**src/rtl/prpc_pkg.sv**
```systemverilog
// Shared types, constants and parity helper for the packet receiver.
package prpc_pkg;

	localparam int BUF_BYTES = 64;
	localparam int ADDR_W    = $clog2(BUF_BYTES);

	// result kinds
	localparam logic [2:0] K_SEND  = 3'd0;
	localparam logic [2:0] K_DATA  = 3'd1;
	localparam logic [2:0] K_ACK   = 3'd2;
	localparam logic [2:0] K_NACK  = 3'd3;
	localparam logic [2:0] K_RESET = 3'd4;

	// register indexes
	localparam logic [2:0] R_ACK      = 3'd0;
	localparam logic [2:0] R_NACK     = 3'd1;
	localparam logic [2:0] R_RESET    = 3'd2;
	localparam logic [2:0] R_ACKRESET = 3'd3;
	localparam logic [2:0] R_TIMEOUT  = 3'd4;

	localparam logic [7:0] MASKS [5][4] = '{
		'{8'hc0, 8'hc3, 8'hff, 8'h09},
		'{8'h38, 8'h3a, 8'h7e, 8'h13},
		'{8'h26, 8'hb5, 8'hb9, 8'h23},
		'{8'h95, 8'h6c, 8'hd5, 8'h43},
		'{8'h4b, 8'hdc, 8'he2, 8'h83}};

	typedef enum logic [1:0] {J_ACK, J_NACK, J_RESET, J_FRAME} job_kind_t;

	typedef struct packed {
		job_kind_t  kind;
		logic [6:0] len;
	} job_t;

	typedef struct packed {
		logic [2:0] kind;
		logic [7:0] value;
		logic       last;
	} result_t;

	typedef struct packed {
		logic              en;
		logic [ADDR_W-1:0] addr;
		logic [7:0]        data;
	} mem_wr_t;

	typedef struct packed {
		logic [7:0]  ack_code;
		logic [7:0]  nack_code;
		logic [7:0]  reset_code;
		logic [7:0]  ackreset_code;
		logic [23:0] timeout_ticks;
	} cfg_t;

	// five masked parities of one byte at position p of a group
	function automatic logic [4:0] par_bits(input logic [7:0] b, input logic [1:0] p);
		logic [4:0] r;
		for (int k = 0; k < 5; k++) begin
			r[k] = ^(b & MASKS[k][p]);
		end
		return r;
	endfunction

endpackage

```
**src/rtl/prpc_jobq.sv**
```systemverilog
// Two-entry queue of classified requests between front and back.
module prpc_jobq (
	input  logic          clk,
	input  logic          arst_n,
	input  logic          wr,
	input  prpc_pkg::job_t wdata,
	input  logic          rd,
	output prpc_pkg::job_t rdata,
	output logic          full,
	output logic          empty
);
	prpc_pkg::job_t ent_q [2];
	logic wp_q, rp_q;
	logic [1:0] cnt_q;

	assign full  = (cnt_q == 2'd2);
	assign empty = (cnt_q == 2'd0);
	assign rdata = ent_q[rp_q];

	// storage
	always_ff @(posedge clk) begin
		if (wr) ent_q[wp_q] <= wdata;
	end

	// pointers
	always_ff @(posedge clk or negedge arst_n) begin
		if (!arst_n) begin
			wp_q <= 1'b0;
			rp_q <= 1'b0;
			cnt_q <= 2'd0;
		end else begin
			if (wr) wp_q <= ~wp_q;
			if (rd) rp_q <= ~rp_q;
			cnt_q <= cnt_q + {1'b0, wr} - {1'b0, rd};
		end
	end
endmodule

```
**src/rtl/prpc_outq.sv**
```systemverilog
// Four-entry result queue driving the output side.
module prpc_outq (
	input  logic              clk,
	input  logic              arst_n,
	input  logic              wr,
	input  prpc_pkg::result_t wdata,
	input  logic              rd,
	output prpc_pkg::result_t rdata,
	output logic              full,
	output logic              empty
);
	prpc_pkg::result_t ent_q [4];
	logic [1:0] wp_q, rp_q;
	logic [2:0] cnt_q;

	assign full  = (cnt_q == 3'd4);
	assign empty = (cnt_q == 3'd0);
	assign rdata = ent_q[rp_q];

	// storage
	always_ff @(posedge clk) begin
		if (wr) ent_q[wp_q] <= wdata;
	end

	// pointers
	always_ff @(posedge clk or negedge arst_n) begin
		if (!arst_n) begin
			wp_q <= 2'd0;
			rp_q <= 2'd0;
			cnt_q <= 3'd0;
		end else begin
			if (wr) wp_q <= wp_q + 2'd1;
			if (rd) rp_q <= rp_q + 2'd1;
			cnt_q <= cnt_q + {2'b0, wr} - {2'b0, rd};
		end
	end
endmodule

```
**src/rtl/prpc_front.sv**
```systemverilog
// Front end: takes bytes and ticks, fills the frame store, queues requests.
module prpc_front (
	input  logic                clk,
	input  logic                arst_n,
	input  logic                take,
	input  logic                mode,
	input  logic [7:0]          rx_byte,
	input  prpc_pkg::cfg_t      cfg,
	input  logic                frame_done,
	input  logic                jq_full,
	output logic                busy,
	output logic                jq_wr,
	output prpc_pkg::job_t      jq_data,
	output prpc_pkg::mem_wr_t   mem_wr
);
	logic [6:0]  fill_q, len_q, total_q;
	logic [23:0] idle_q;
	logic        busy_q;

	logic [7:0]  x3;
	logic [13:0] prod;
	logic [7:0]  hdr_total;
	logic [6:0]  nfill;
	logic [23:0] nidle;

	assign busy = busy_q | jq_full;

	// header size: len + ceil(len/3), ceil by reciprocal multiply
	always_comb begin
		x3 = {1'b0, rx_byte[6:0]} + 8'd2;
		prod = {6'd0, x3} * 14'd43;
		hdr_total = {1'b0, rx_byte[6:0]} + {1'b0, prod[13:7]};
		nfill = fill_q + 7'd1;
		nidle = (idle_q == 24'hffffff) ? idle_q : idle_q + 24'd1;
	end

	// request and store-write decode
	always_comb begin
		jq_wr = 1'b0;
		jq_data.kind = prpc_pkg::J_FRAME;
		jq_data.len = len_q;
		mem_wr.en = 1'b0;
		mem_wr.addr = fill_q[prpc_pkg::ADDR_W-1:0];
		mem_wr.data = rx_byte;
		if (take && !mode) begin
			if (fill_q == 7'd0) begin
				mem_wr.addr = '0;
				if (rx_byte == cfg.ack_code) begin
					jq_wr = 1'b1;
					jq_data.kind = prpc_pkg::J_ACK;
				end else if (rx_byte == cfg.nack_code) begin
					jq_wr = 1'b1;
					jq_data.kind = prpc_pkg::J_NACK;
				end else if (rx_byte == cfg.reset_code) begin
					jq_wr = 1'b1;
					jq_data.kind = prpc_pkg::J_RESET;
				end else if (hdr_total <= 8'(prpc_pkg::BUF_BYTES)) begin
					mem_wr.en = 1'b1;
					// zero length closes at once
					if (hdr_total == 8'd0) begin
						jq_wr = 1'b1;
						jq_data.len = 7'd0;
					end
				end
			end else begin
				mem_wr.en = 1'b1;
				if (nfill >= total_q) jq_wr = 1'b1;
			end
		end
	end

	// frame fill state
	always_ff @(posedge clk or negedge arst_n) begin
		if (!arst_n) begin
			fill_q <= 7'd0;
			len_q <= 7'd0;
			total_q <= 7'd0;
			idle_q <= 24'd0;
			busy_q <= 1'b0;
		end else begin
			if (frame_done) busy_q <= 1'b0;
			if (take && mode) begin
				if (fill_q != 7'd0) begin
					if (nidle >= cfg.timeout_ticks) begin
						fill_q <= 7'd0;
						idle_q <= 24'd0;
					end else begin
						idle_q <= nidle;
					end
				end
			end else if (take) begin
				idle_q <= 24'd0;
				if (fill_q == 7'd0) begin
					if (mem_wr.en) begin
						len_q <= rx_byte[6:0];
						total_q <= hdr_total[6:0];
						if (jq_wr) begin
							busy_q <= 1'b1;
						end else begin
							fill_q <= 7'd1;
						end
					end
				end else if (jq_wr) begin
					fill_q <= 7'd0;
					busy_q <= 1'b1;
				end else begin
					fill_q <= nfill;
				end
			end
		end
	end
endmodule

```
**src/rtl/prpc_back.sv**
```systemverilog
// Back end: frame store, group checks, toggle test and result generation.
module prpc_back (
	input  logic              clk,
	input  logic              arst_n,
	input  prpc_pkg::cfg_t    cfg,
	input  prpc_pkg::mem_wr_t mem_wr,
	input  logic              jq_empty,
	input  prpc_pkg::job_t    jq_data,
	output logic              jq_rd,
	input  logic              oq_full,
	output logic              oq_wr,
	output prpc_pkg::result_t oq_data,
	output logic              frame_done
);
	typedef enum logic [3:0] {
		B_IDLE, B_EV1, B_EV2, B_NACK, B_ACK,
		B_CHK_ADDR, B_CHK_WAIT, B_CHK_DATA,
		B_TGL_ADDR, B_TGL_WAIT, B_TGL_DATA,
		B_OUT_ADDR, B_OUT_WAIT, B_OUT_DATA
	} state_t;

	localparam int AW = prpc_pkg::ADDR_W;

	state_t state_q;
	logic [7:0]    mem_q [prpc_pkg::BUF_BYTES];
	logic [AW-1:0] raddr_q;
	logic [7:0]    rdata_q;
	prpc_pkg::job_kind_t ev_q;
	logic [6:0] len_q;
	logic [4:0] t_q;
	logic [5:0] base_q;
	logic [1:0] ph_q;
	logic [4:0] par_q;
	logic [5:0] idx_q;
	logic       tgl_q;

	logic [4:0] npar;
	logic [6:0] next_base;

	// frame store: front writes, back reads with a registered port
	always_ff @(posedge clk) begin
		if (mem_wr.en) mem_q[mem_wr.addr] <= mem_wr.data;
		rdata_q <= mem_q[raddr_q];
	end

	always_comb begin
		npar = par_q ^ prpc_pkg::par_bits(rdata_q, ph_q);
		next_base = {1'b0, base_q} + 7'd3;
	end

	// result drive
	always_comb begin
		jq_rd = (state_q == B_IDLE) && !jq_empty;
		oq_wr = 1'b0;
		oq_data.kind = prpc_pkg::K_SEND;
		oq_data.value = 8'd0;
		oq_data.last = 1'b1;
		frame_done = 1'b0;
		unique case (state_q)
			B_EV1: begin
				oq_wr = !oq_full;
				unique case (ev_q)
					prpc_pkg::J_ACK:  oq_data.kind = prpc_pkg::K_ACK;
					prpc_pkg::J_NACK: oq_data.kind = prpc_pkg::K_NACK;
					default: begin
						oq_data.kind = prpc_pkg::K_RESET;
						oq_data.last = 1'b0;
					end
				endcase
			end
			B_EV2: begin
				oq_wr = !oq_full;
				oq_data.value = cfg.ackreset_code;
			end
			B_NACK: begin
				oq_wr = !oq_full;
				oq_data.value = cfg.nack_code;
				frame_done = !oq_full;
			end
			B_ACK: begin
				oq_wr = !oq_full;
				oq_data.value = cfg.ack_code;
				frame_done = !oq_full;
			end
			B_OUT_DATA: begin
				oq_wr = !oq_full;
				oq_data.kind = prpc_pkg::K_DATA;
				oq_data.value = (idx_q == 6'd1) ? {1'b0, rdata_q[6:0]} : rdata_q;
				oq_data.last = ({1'b0, idx_q} + 7'd1 == len_q);
				frame_done = !oq_full && oq_data.last;
			end
			default: ;
		endcase
	end

	// sequencer
	always_ff @(posedge clk or negedge arst_n) begin
		if (!arst_n) begin
			state_q <= B_IDLE;
			tgl_q <= 1'b0;
			raddr_q <= '0;
			ev_q <= prpc_pkg::J_ACK;
			len_q <= 7'd0;
			t_q <= 5'd0;
			base_q <= 6'd0;
			ph_q <= 2'd0;
			par_q <= 5'd0;
			idx_q <= 6'd0;
		end else begin
			unique case (state_q)
				B_IDLE: begin
					if (!jq_empty) begin
						ev_q <= jq_data.kind;
						len_q <= jq_data.len;
						t_q <= 5'd0;
						base_q <= 6'd0;
						ph_q <= 2'd0;
						par_q <= 5'd0;
						if (jq_data.kind != prpc_pkg::J_FRAME) begin
							state_q <= B_EV1;
						end else if (jq_data.len < 7'd2 || jq_data.len == 7'd4) begin
							state_q <= B_NACK;
						end else begin
							state_q <= B_CHK_ADDR;
						end
					end
				end
				B_EV1: begin
					if (!oq_full) begin
						state_q <= (ev_q == prpc_pkg::J_RESET) ? B_EV2 : B_IDLE;
					end
				end
				B_EV2, B_NACK, B_ACK: begin
					if (!oq_full) state_q <= B_IDLE;
				end
				B_CHK_ADDR: begin
					if (ph_q == 2'd3) begin
						raddr_q <= AW'(len_q + {2'd0, t_q});
					end else begin
						raddr_q <= AW'(base_q + {4'd0, ph_q});
					end
					state_q <= B_CHK_WAIT;
				end
				B_CHK_WAIT: state_q <= B_CHK_DATA;
				B_CHK_DATA: begin
					if (ph_q == 2'd3) begin
						if (rdata_q[2:0] != t_q[2:0] || npar != 5'd0) begin
							state_q <= B_NACK;
						end else begin
							t_q <= t_q + 5'd1;
							base_q <= next_base[5:0];
							ph_q <= 2'd0;
							par_q <= 5'd0;
							state_q <= (next_base >= len_q) ? B_TGL_ADDR : B_CHK_ADDR;
						end
					end else begin
						ph_q <= ph_q + 2'd1;
						par_q <= npar;
						state_q <= B_CHK_ADDR;
					end
				end
				B_TGL_ADDR: begin
					raddr_q <= AW'(1);
					state_q <= B_TGL_WAIT;
				end
				B_TGL_WAIT: state_q <= B_TGL_DATA;
				B_TGL_DATA: begin
					if (rdata_q[7] != tgl_q) begin
						state_q <= B_ACK;
					end else begin
						tgl_q <= ~tgl_q;
						idx_q <= 6'd0;
						state_q <= B_OUT_ADDR;
					end
				end
				B_OUT_ADDR: begin
					raddr_q <= idx_q[AW-1:0];
					state_q <= B_OUT_WAIT;
				end
				B_OUT_WAIT: state_q <= B_OUT_DATA;
				B_OUT_DATA: begin
					if (!oq_full) begin
						if (oq_data.last) begin
							state_q <= B_IDLE;
						end else begin
							idx_q <= idx_q + 6'd1;
							state_q <= B_OUT_ADDR;
						end
					end
				end
				default: state_q <= B_IDLE;
			endcase
		end
	end
endmodule

```
**src/rtl/packet_receiver_parity_check_core.sv**
```systemverilog
// Top level: config registers, front end, request queue, back end, result queue.
//
//  channel | handshake        | payload
//  input   | push / full      | mode, rx_byte
//  result  | pop / empty      | kind, value, last
//  config  | cfg_wr_en        | cfg_index, cfg_data
//
// Ticks and frame bytes are taken while full is low. A frame that completes
// holds full high while the back end checks it and emits its result, reading
// the frame store through its single registered read port. Ack and nack
// requests give one result each, reset gives two. Reset clears all control
// state; a full result queue stalls the back end and can thus keep full high.
module packet_receiver_parity_check_core (
	input  logic        clk,
	input  logic        arst_n,
	input  logic        push,
	output logic        full,
	input  logic        mode,
	input  logic [7:0]  rx_byte,
	output logic        empty,
	input  logic        pop,
	output logic [2:0]  kind,
	output logic [7:0]  value,
	output logic        last,
	input  logic        cfg_wr_en,
	input  logic [2:0]  cfg_index,
	input  logic [23:0] cfg_data
);
	prpc_pkg::cfg_t    cfg_q;
	prpc_pkg::job_t    jq_wdata, jq_rdata;
	prpc_pkg::mem_wr_t mem_wr;
	prpc_pkg::result_t oq_wdata, oq_rdata;
	logic take, jq_wr, jq_rd, jq_full, jq_empty, oq_wr, oq_full, frame_done;

	assign take  = push && !full;
	assign kind  = oq_rdata.kind;
	assign value = oq_rdata.value;
	assign last  = oq_rdata.last;

	// configuration registers
	always_ff @(posedge clk or negedge arst_n) begin
		if (!arst_n) begin
			cfg_q.ack_code <= 8'h80;
			cfg_q.nack_code <= 8'he1;
			cfg_q.reset_code <= 8'hd2;
			cfg_q.ackreset_code <= 8'hb3;
			cfg_q.timeout_ticks <= 24'd100000;
		end else if (cfg_wr_en) begin
			case (cfg_index)
				prpc_pkg::R_ACK:      cfg_q.ack_code <= cfg_data[7:0];
				prpc_pkg::R_NACK:     cfg_q.nack_code <= cfg_data[7:0];
				prpc_pkg::R_RESET:    cfg_q.reset_code <= cfg_data[7:0];
				prpc_pkg::R_ACKRESET: cfg_q.ackreset_code <= cfg_data[7:0];
				prpc_pkg::R_TIMEOUT:  cfg_q.timeout_ticks <= cfg_data;
				default: ;
			endcase
		end
	end

	prpc_front u_front (
		.clk(clk), .arst_n(arst_n), .take(take), .mode(mode), .rx_byte(rx_byte),
		.cfg(cfg_q), .frame_done(frame_done), .jq_full(jq_full), .busy(full),
		.jq_wr(jq_wr), .jq_data(jq_wdata), .mem_wr(mem_wr)
	);

	prpc_jobq u_jobq (
		.clk(clk), .arst_n(arst_n), .wr(jq_wr), .wdata(jq_wdata), .rd(jq_rd),
		.rdata(jq_rdata), .full(jq_full), .empty(jq_empty)
	);

	prpc_back u_back (
		.clk(clk), .arst_n(arst_n), .cfg(cfg_q), .mem_wr(mem_wr),
		.jq_empty(jq_empty), .jq_data(jq_rdata), .jq_rd(jq_rd),
		.oq_full(oq_full), .oq_wr(oq_wr), .oq_data(oq_wdata), .frame_done(frame_done)
	);

	prpc_outq u_outq (
		.clk(clk), .arst_n(arst_n), .wr(oq_wr), .wdata(oq_wdata), .rd(pop && !empty),
		.rdata(oq_rdata), .full(oq_full), .empty(empty)
	);
endmodule

```
**config.mk**
```make
export PLATFORM = sky130hd
export DESIGN_NAME = packet_receiver_parity_check_core
export DESIGN_NICKNAME = d
export VERILOG_FILES = /design/src/rtl/prpc_pkg.sv /design/src/rtl/prpc_jobq.sv /design/src/rtl/prpc_outq.sv /design/src/rtl/prpc_front.sv /design/src/rtl/prpc_back.sv /design/src/rtl/packet_receiver_parity_check_core.sv
export SDC_FILE = /design/constraint.sdc
export NUM_CORES = 1
export LEC_CHECK = 0
export BUFFER_PORTS_ARGS = -buffer_cell sky130_fd_sc_hd__buf_2
export CORE_MARGIN = 2
export CORE_UTILIZATION = 45
export CTS_CLUSTER_DIAMETER = 60
export DETAILED_ROUTE_END_ITERATION = 10
export GPL_TIMING_DRIVEN = 0
export PLACE_DENSITY_LB_ADDON = 0.3
export SETUP_SLACK_MARGIN = 0.05
export SYNTH_ARGS = -nofsm -noshare
export SYNTH_HDL_FRONTEND = slang
export SYNTH_HIERARCHICAL = 1
export SYNTH_SLANG_ARGS = --single-unit
```
**constraint.sdc**
```tcl
create_clock -name clk -period 7.1 [get_ports clk]
set_input_delay 1.42 -clock clk [delete_from_list [all_inputs] [get_ports clk]]
set_output_delay 1.42 -clock clk [all_outputs]
set_load 0.02 [all_outputs]
```
## Word level (Yosys, flattened, before mapping)

Memories as Yosys holds them, arrays and structs flattened. A register that Yosys moved wholly into a read port is not among the register bits.
Cells that the tools add are included.

| storage, ports and cells | value |
|---|---|
| flip-flop bits (word level) | 157 |
| bits in writable memories | 578 |
| word-level logic and storage cells | 268 |
| memories | 3 |

Memory list:

| name | words | width | rd ports | clocked after memory_dff | write ports | RTL line | text |
|---|---|---|---|---|---|---|---|
| u_back.mem_q | 64 | 8 | 1 | 1 | 1 | prpc_back.sv:25 | `logic [7:0] mem_q [prpc_pkg::BUF_BYTES];` |
| u_outq.ent_q | 4 | 12 | 1 | 0 | 1 | prpc_outq.sv:12 | `prpc_pkg::result_t ent_q [4];` |
| u_jobq.ent_q | 2 | 9 | 1 | 0 | 1 | prpc_jobq.sv:12 | `prpc_pkg::job_t ent_q [2];` |

| cells by class | value |
|---|---|
| add/subtract/negate cells | 17 |
| multipliers | 1 |
| $lt $le $gt $ge | 6 |
| equality and inequality tests | 45 |
| multiplexer cells | 107 |
| bitwise gates (word level) | 14 |
| reductions and logical operators | 49 |

Operator list:

| cell | number |
|---|---|
| two-way mux 24 bit | 5 |
| two-way mux 7 bit | 14 |
| two-way mux 8 bit | 11 |
| binary-select mux 8 bit (select 2 bit) | 5 |
| two-way mux 6 bit | 8 |
| one-hot mux 4 bit (12 select lines) | 1 |
| bitwise AND 8 bit | 5 |
| two-way mux 4 bit | 10 |
| parity 8 bit | 5 |
| one-hot mux 8 bit (4 select lines) | 1 |
| two-way mux 1 bit | 28 |
| two-way mux 5 bit | 5 |
| adder 24 x 1 -> 24 bit, second input constant | 1 |
| == test 24 bit, second input constant | 1 |
| == test 4 bit, second input constant | 6 |
| == test 8 bit | 3 |
| greater-or-equal comparator 24 bit | 1 |
| one-hot mux 6 bit (2 select lines) | 2 |
| != test 2 bit, second input constant | 10 |
| one-hot mux 5 bit (2 select lines) | 2 |
| two-way mux 9 bit | 2 |
| one-hot mux 6 bit (3 select lines) | 1 |
| == test 4 x 3 -> 1 bit, second input constant | 4 |
| AND reduction 2 bit | 8 |
| other kinds (60) | 100 |

## Longest topological paths before layout

| depth | value |
|---|---|
| word-level depth | 16 |
| gate-level depth with buffers | 29 |
| mapped depth without buffers | 28 |

## By module

Netlist, hierarchy kept.

Modules (own cells, without submodules):

| module | times used | cells each | area an instance (um^2) |
|---|---|---|---|
| prpc_back | 1 | 1297 | 23807.8 |
| prpc_front | 1 | 595 | 5265.0 |
| packet_receiver_parity_check_core | 1 | 124 | 2253.4 |
| prpc_outq | 1 | 97 | 2148.3 |
| prpc_jobq | 1 | 43 | 883.3 |

## Least setup slack after synthesis

Ideal clock, no wire load.

| timing | value |
|---|---|
| kind | input -> register |
| from | in rx_byte[3] |
| to | mem u_back.mem_q[33][0], enable pin |
| setup time | 0.370 ns |
| data arrival time | 7.472 ns |
| required time | 6.730 ns |
| slack | -0.743 ns |
| cell stages on the path | 27 |
| buffers on the path | 2 |
| cell sequence | buf_2 and3_1 nand3_1 xnor2_1 ha_1 inv_1 fa_1 fa_1 inv_1 ha_1 or3_1 o211a_1 o31a_1 or4b_1 o2111ai_1 ha_1 nor3b_1 a221oi_1 o311ai_2 o21ai_1 nor3b_4 o21ai_1 inv_1 nand2_1 or3_1 clkbuf_1 nor2_1 |

RTL lines:

| element | RTL line | text |
|---|---|---|
| from (decl) | packet_receiver_parity_check_core.sv:19 | `input logic [7:0] rx_byte,` |
| to (decl) | prpc_back.sv:25 |  |

==> flow_metrics.py <==
metrics = {
    "synth": {
        "ys_types": 95,
        "ys_seq_elements": 743,
        "yosysTopAreaCell": "edfxtp_1",
        "syn_area_um2": 34400,
        "netlist_top_cells_area": "edfxtp_1 (51%), mux4_2 (12%), dfrtp_1 (10%)",
        "synth-edff-count": 578,
        "synth_fp_nets": 2314,
        "dominantRegCellSynth": "edfxtp_1",
        "ys_async_sr_fraction": 0.211,
        "synth_warnings": 6,
        "yosysTopAreaCellShare": 0.505,
        "synthCells": 2156,
        "avgSynthCellArea_um2": 15.9,
        "ys_seq_area_frac": 0.625,
    },
    "sta": {
        "period_share": 0.984,
        "fmaxAchievable_mhz": 143,
        "skew_ns": 0.0516,
        "finalHoldWorstSlack_ns": 0.505,
        "slew_headroom": 0.225,
        "fin_crit_ns": 6.98,
        "drv_slew": 0,
        "rsz0062_at_grt": "true",
        "hold_violations": 0,
        "tightest_slew_ns": 1.15,
        "setup_viol": 0,
    },
    "pwr": {
        "p_leak_nw": 14.6,
        "power.density_nw_per_um2": 275,
        "worst_ir_drop_vdd_mv": 0.267,
        "total_power_mw": 11.2,
    },
    "floorplanning": {
        "die_area_um2": 78600,
        "initial_core_util": 0.453,
        "die_y_um": 280,
        "core_um2": 75800,
        "rows": 101,
        "ioPinCount": 55,
        "die_w_um": 280,
    },
    "grt": {
        "grt_max_degree": 108,
        "met1_usage": 0.279,
        "grt_first_pass_wirelength_um": 122000,
        "top_usage_layer": "met2",
        "grt_overflow": 0,
        "first_global_vias": 20100,
        "grt_use_met3": 0.0305,
        "antenna_found_initial": 1,
        "grt_use_met2": 0.341,
        "track_usage": 0.205,
    },
    "clock_tree": {
        "cts_sinks": 743,
        "cts_tree": "done",
        "root_buffer": "clkbuf_16",
        "clk_path_buf_depth": 3,
        "clock_latency_ns": 0.65,
        "cts-buffers-inserted": 81,
        "path_clk_slew_ns": 0.06,
        "cts.hold.buffers_added": 0,
        "htree_num_levels": 3,
    },
    "layout": {
        "drive_gt1_frac": 0.300,
        "layout_common_cells": "edfxtp_1 (578), mux4_2 (176), dfrtp_1 (137)",
        "layout.cells.most_common": "edfxtp_1",
        "nFillCells": 5913,
        "multi_input_area_um2": 12700,
        "fin_area_um2": 40900,
        "layout.nets": 2543,
        "seq_area_um2": 21500,
        "area_growth_pct": 19.0,
        "final_core_util": 0.539,
    },
    "outcome": {
        "status": "finished, final reports clean",
    },
    "drt": {
        "vias": 19700,
        "wl_per_cell_um": 23.5,
        "drtAntennaViolNets": 0,
        "drt_iter0_markers": 1626,
        "first_pass_iters": 5,
        "wl_um": 80400,
        "viasPerCell": 5.73,
        "post-route-drc-count": 0,
    },
    "placement": {
        "hpwlAfterDp_um": 52900,
        "port_buffers": 54,
        "place.gp.congestion": 0.850,
        "placed_cell_area_um2": 36300,
    },
    "setup_path": {
        "worstSetupEndpointType": "register",
        "start_kind": "primary input",
        "cp.arrival_ns": 7.26,
        "slowest_delay_ns": 0.53,
        "path_class": "in -> reg",
        "required_ns": 7.38,
        "crit_fanout": 8,
        "critical_path.slowest_cell": "fa_2",
    },
    "worst_hold_path": {
        "min_path_type": "reg -> reg",
    },
    "run": {
        "cap_viol_max_count": 0,
    },
}
## flip-flops by register name, indices dropped and copies added, names as in the netlist, 7 cells and up
signal and flops:
u_front/fill_q 7, u_front/len_q 7, u_jobq/ent_q 18, u_back/mem_q 512
u_front/total_q 7, u_back/rdata_q 8, u_outq/ent_q 48, u_back/len_q 7
cfg_q 56, u_front/idle_q 24
## critical path, delay by kind of cell
family	cells	cell delay, ns
XOR/XNOR	1	0.16
adder cells (fa/ha/maj)	6	1.87
AO/OA/AOI/OAI	7	1.21
buffers and inverters	8	0.87
AND/OR/NAND/NOR	7	1.72
## power by group
| group | switching (mW) | total (mW) | leakage (nW) | internal (mW) |
|---|---|---|---|---|
| combinational | 1.05 | 1.82 | 6.01 | 0.769 |
| clock | 1.81 | 4.33 | 1.35 | 2.52 |
| sequential | 0.141 | 5.09 | 7.28 | 4.95 |
| total | 3.00 | 11.2 | 14.6 | 8.24 |
## cell families (layout without fill, tap and decap cells)
logic type               after synthesis  count (layout)  share of synthesized area
XOR/XNOR                             127             127                     0.0344
flip-flops                           743             743                      0.625
multiplexers                         277             277                      0.154
AO/OA/AOI/OAI                        227             227                     0.0459
AND/OR/NAND/NOR                      448             448                     0.0678
other                                  0               1                          0
buffers and inverters                217             512                     0.0279
adder cells (fa/ha/maj)              117             117                     0.0452
## worst paths after layout
path	cells after the start	endpoint	slack, ns	startpoint
setup / recovery	29	u_back/mem_q[23][1]$_DFFE_PP_	0.12	rx_byte[2]
hold reg to reg	1	cfg_q[26]$_DFFE_PN0P_	0.51	cfg_q[26]$_DFFE_PN0P_
max in group asynchronous	2	cfg_q[15]$_DFFE_PN1P_	5.50	arst_n
min in group asynchronous	1	u_back/par_q[1]$_DFFE_PN0P_	0.73	arst_n
setup reg to reg	15	u_front/idle_q[4]$_DFFE_PN0P_	2.35	u_front/idle_q[10]$_DFFE_PN0P_
hold / removal	1	cfg_q[26]$_DFFE_PN0P_	0.51	cfg_q[26]$_DFFE_PN0P_
## per-layer routing
layer | routed length [um] | vias up
met3 | 4160 | 129
met2 | 40100 | 580
met5 | 0 | -
met4 | 2270 | 0
li1 | - | 8745
met1 | 33900 | 10200
## cell usage after synthesis (6+ instances only)
| cell type | instances |
|---|---|
| edfxtp_1 | 578 |
| nor3_1 | 28 |
| mux2_4 | 37 |
| nand4_1 | 13 |
| o211ai_1 | 8 |
| a21oi_1 | 41 |
| or3_1 | 7 |
| buf_6 | 6 |
| nand2b_1 | 19 |
| nand3_1 | 46 |
| mux4_2 | 176 |
| mux2i_1 | 13 |
| o21a_1 | 8 |
| a21o_1 | 15 |
| dfstp_2 | 20 |
| a221o_1 | 10 |
| a22o_1 | 10 |
| dfxtp_1 | 8 |
| nor4_1 | 13 |
| xnor2_1 | 59 |
| and3_1 | 15 |
| nor2_1 | 136 |
| nand2_1 | 82 |
| xor2_1 | 63 |
| buf_2 | 27 |
| ha_1 | 105 |
| o21ai_0 | 66 |
| nor2b_1 | 23 |
| or2_2 | 9 |
| buf_1 | 10 |
| fa_1 | 12 |
| inv_1 | 108 |
| o2bb2ai_1 | 6 |
| and2_1 | 16 |
| buf_4 | 10 |
| dfrtp_1 | 137 |
| a211oi_1 | 9 |
| mux2_2 | 47 |
| clkbuf_1 | 54 |
## repair_timing
item,in CTS,in global routing
buffers inserted,78,16
pin swaps,64,43
gates resized for setup,109,23
setup endpoints to repair,532,531
cloned,0,0
## metrics by stage
step	worst slack (ns)	std cells	TNS [ns]
2_1_floorplan	-0.226	2156	-73.17
3_3_place_gp	-1.59	3188	-658.21
4_1_cts	-0.0923	3416	-5.59
6_report	0.117	3430	0
5_1_grt	-0.0340	3430	-0.638
3_5_place_dp	-1.71	3189	-700.04
## area by class of cell
class,count,area share
Antenna cell,1,0.0000612
Buffer,106,0.0152
Clock buffer,94,0.0510
Clock inverter,55,0.0178
Inverter,108,0.0101
Multi-Input combinational cell,1196,0.311
Sequential cell,743,0.525
Tap cell,978,0.0299
Timing Repair Buffer,149,0.0398
Note: power is estimated with default switching activity, not from simulation.
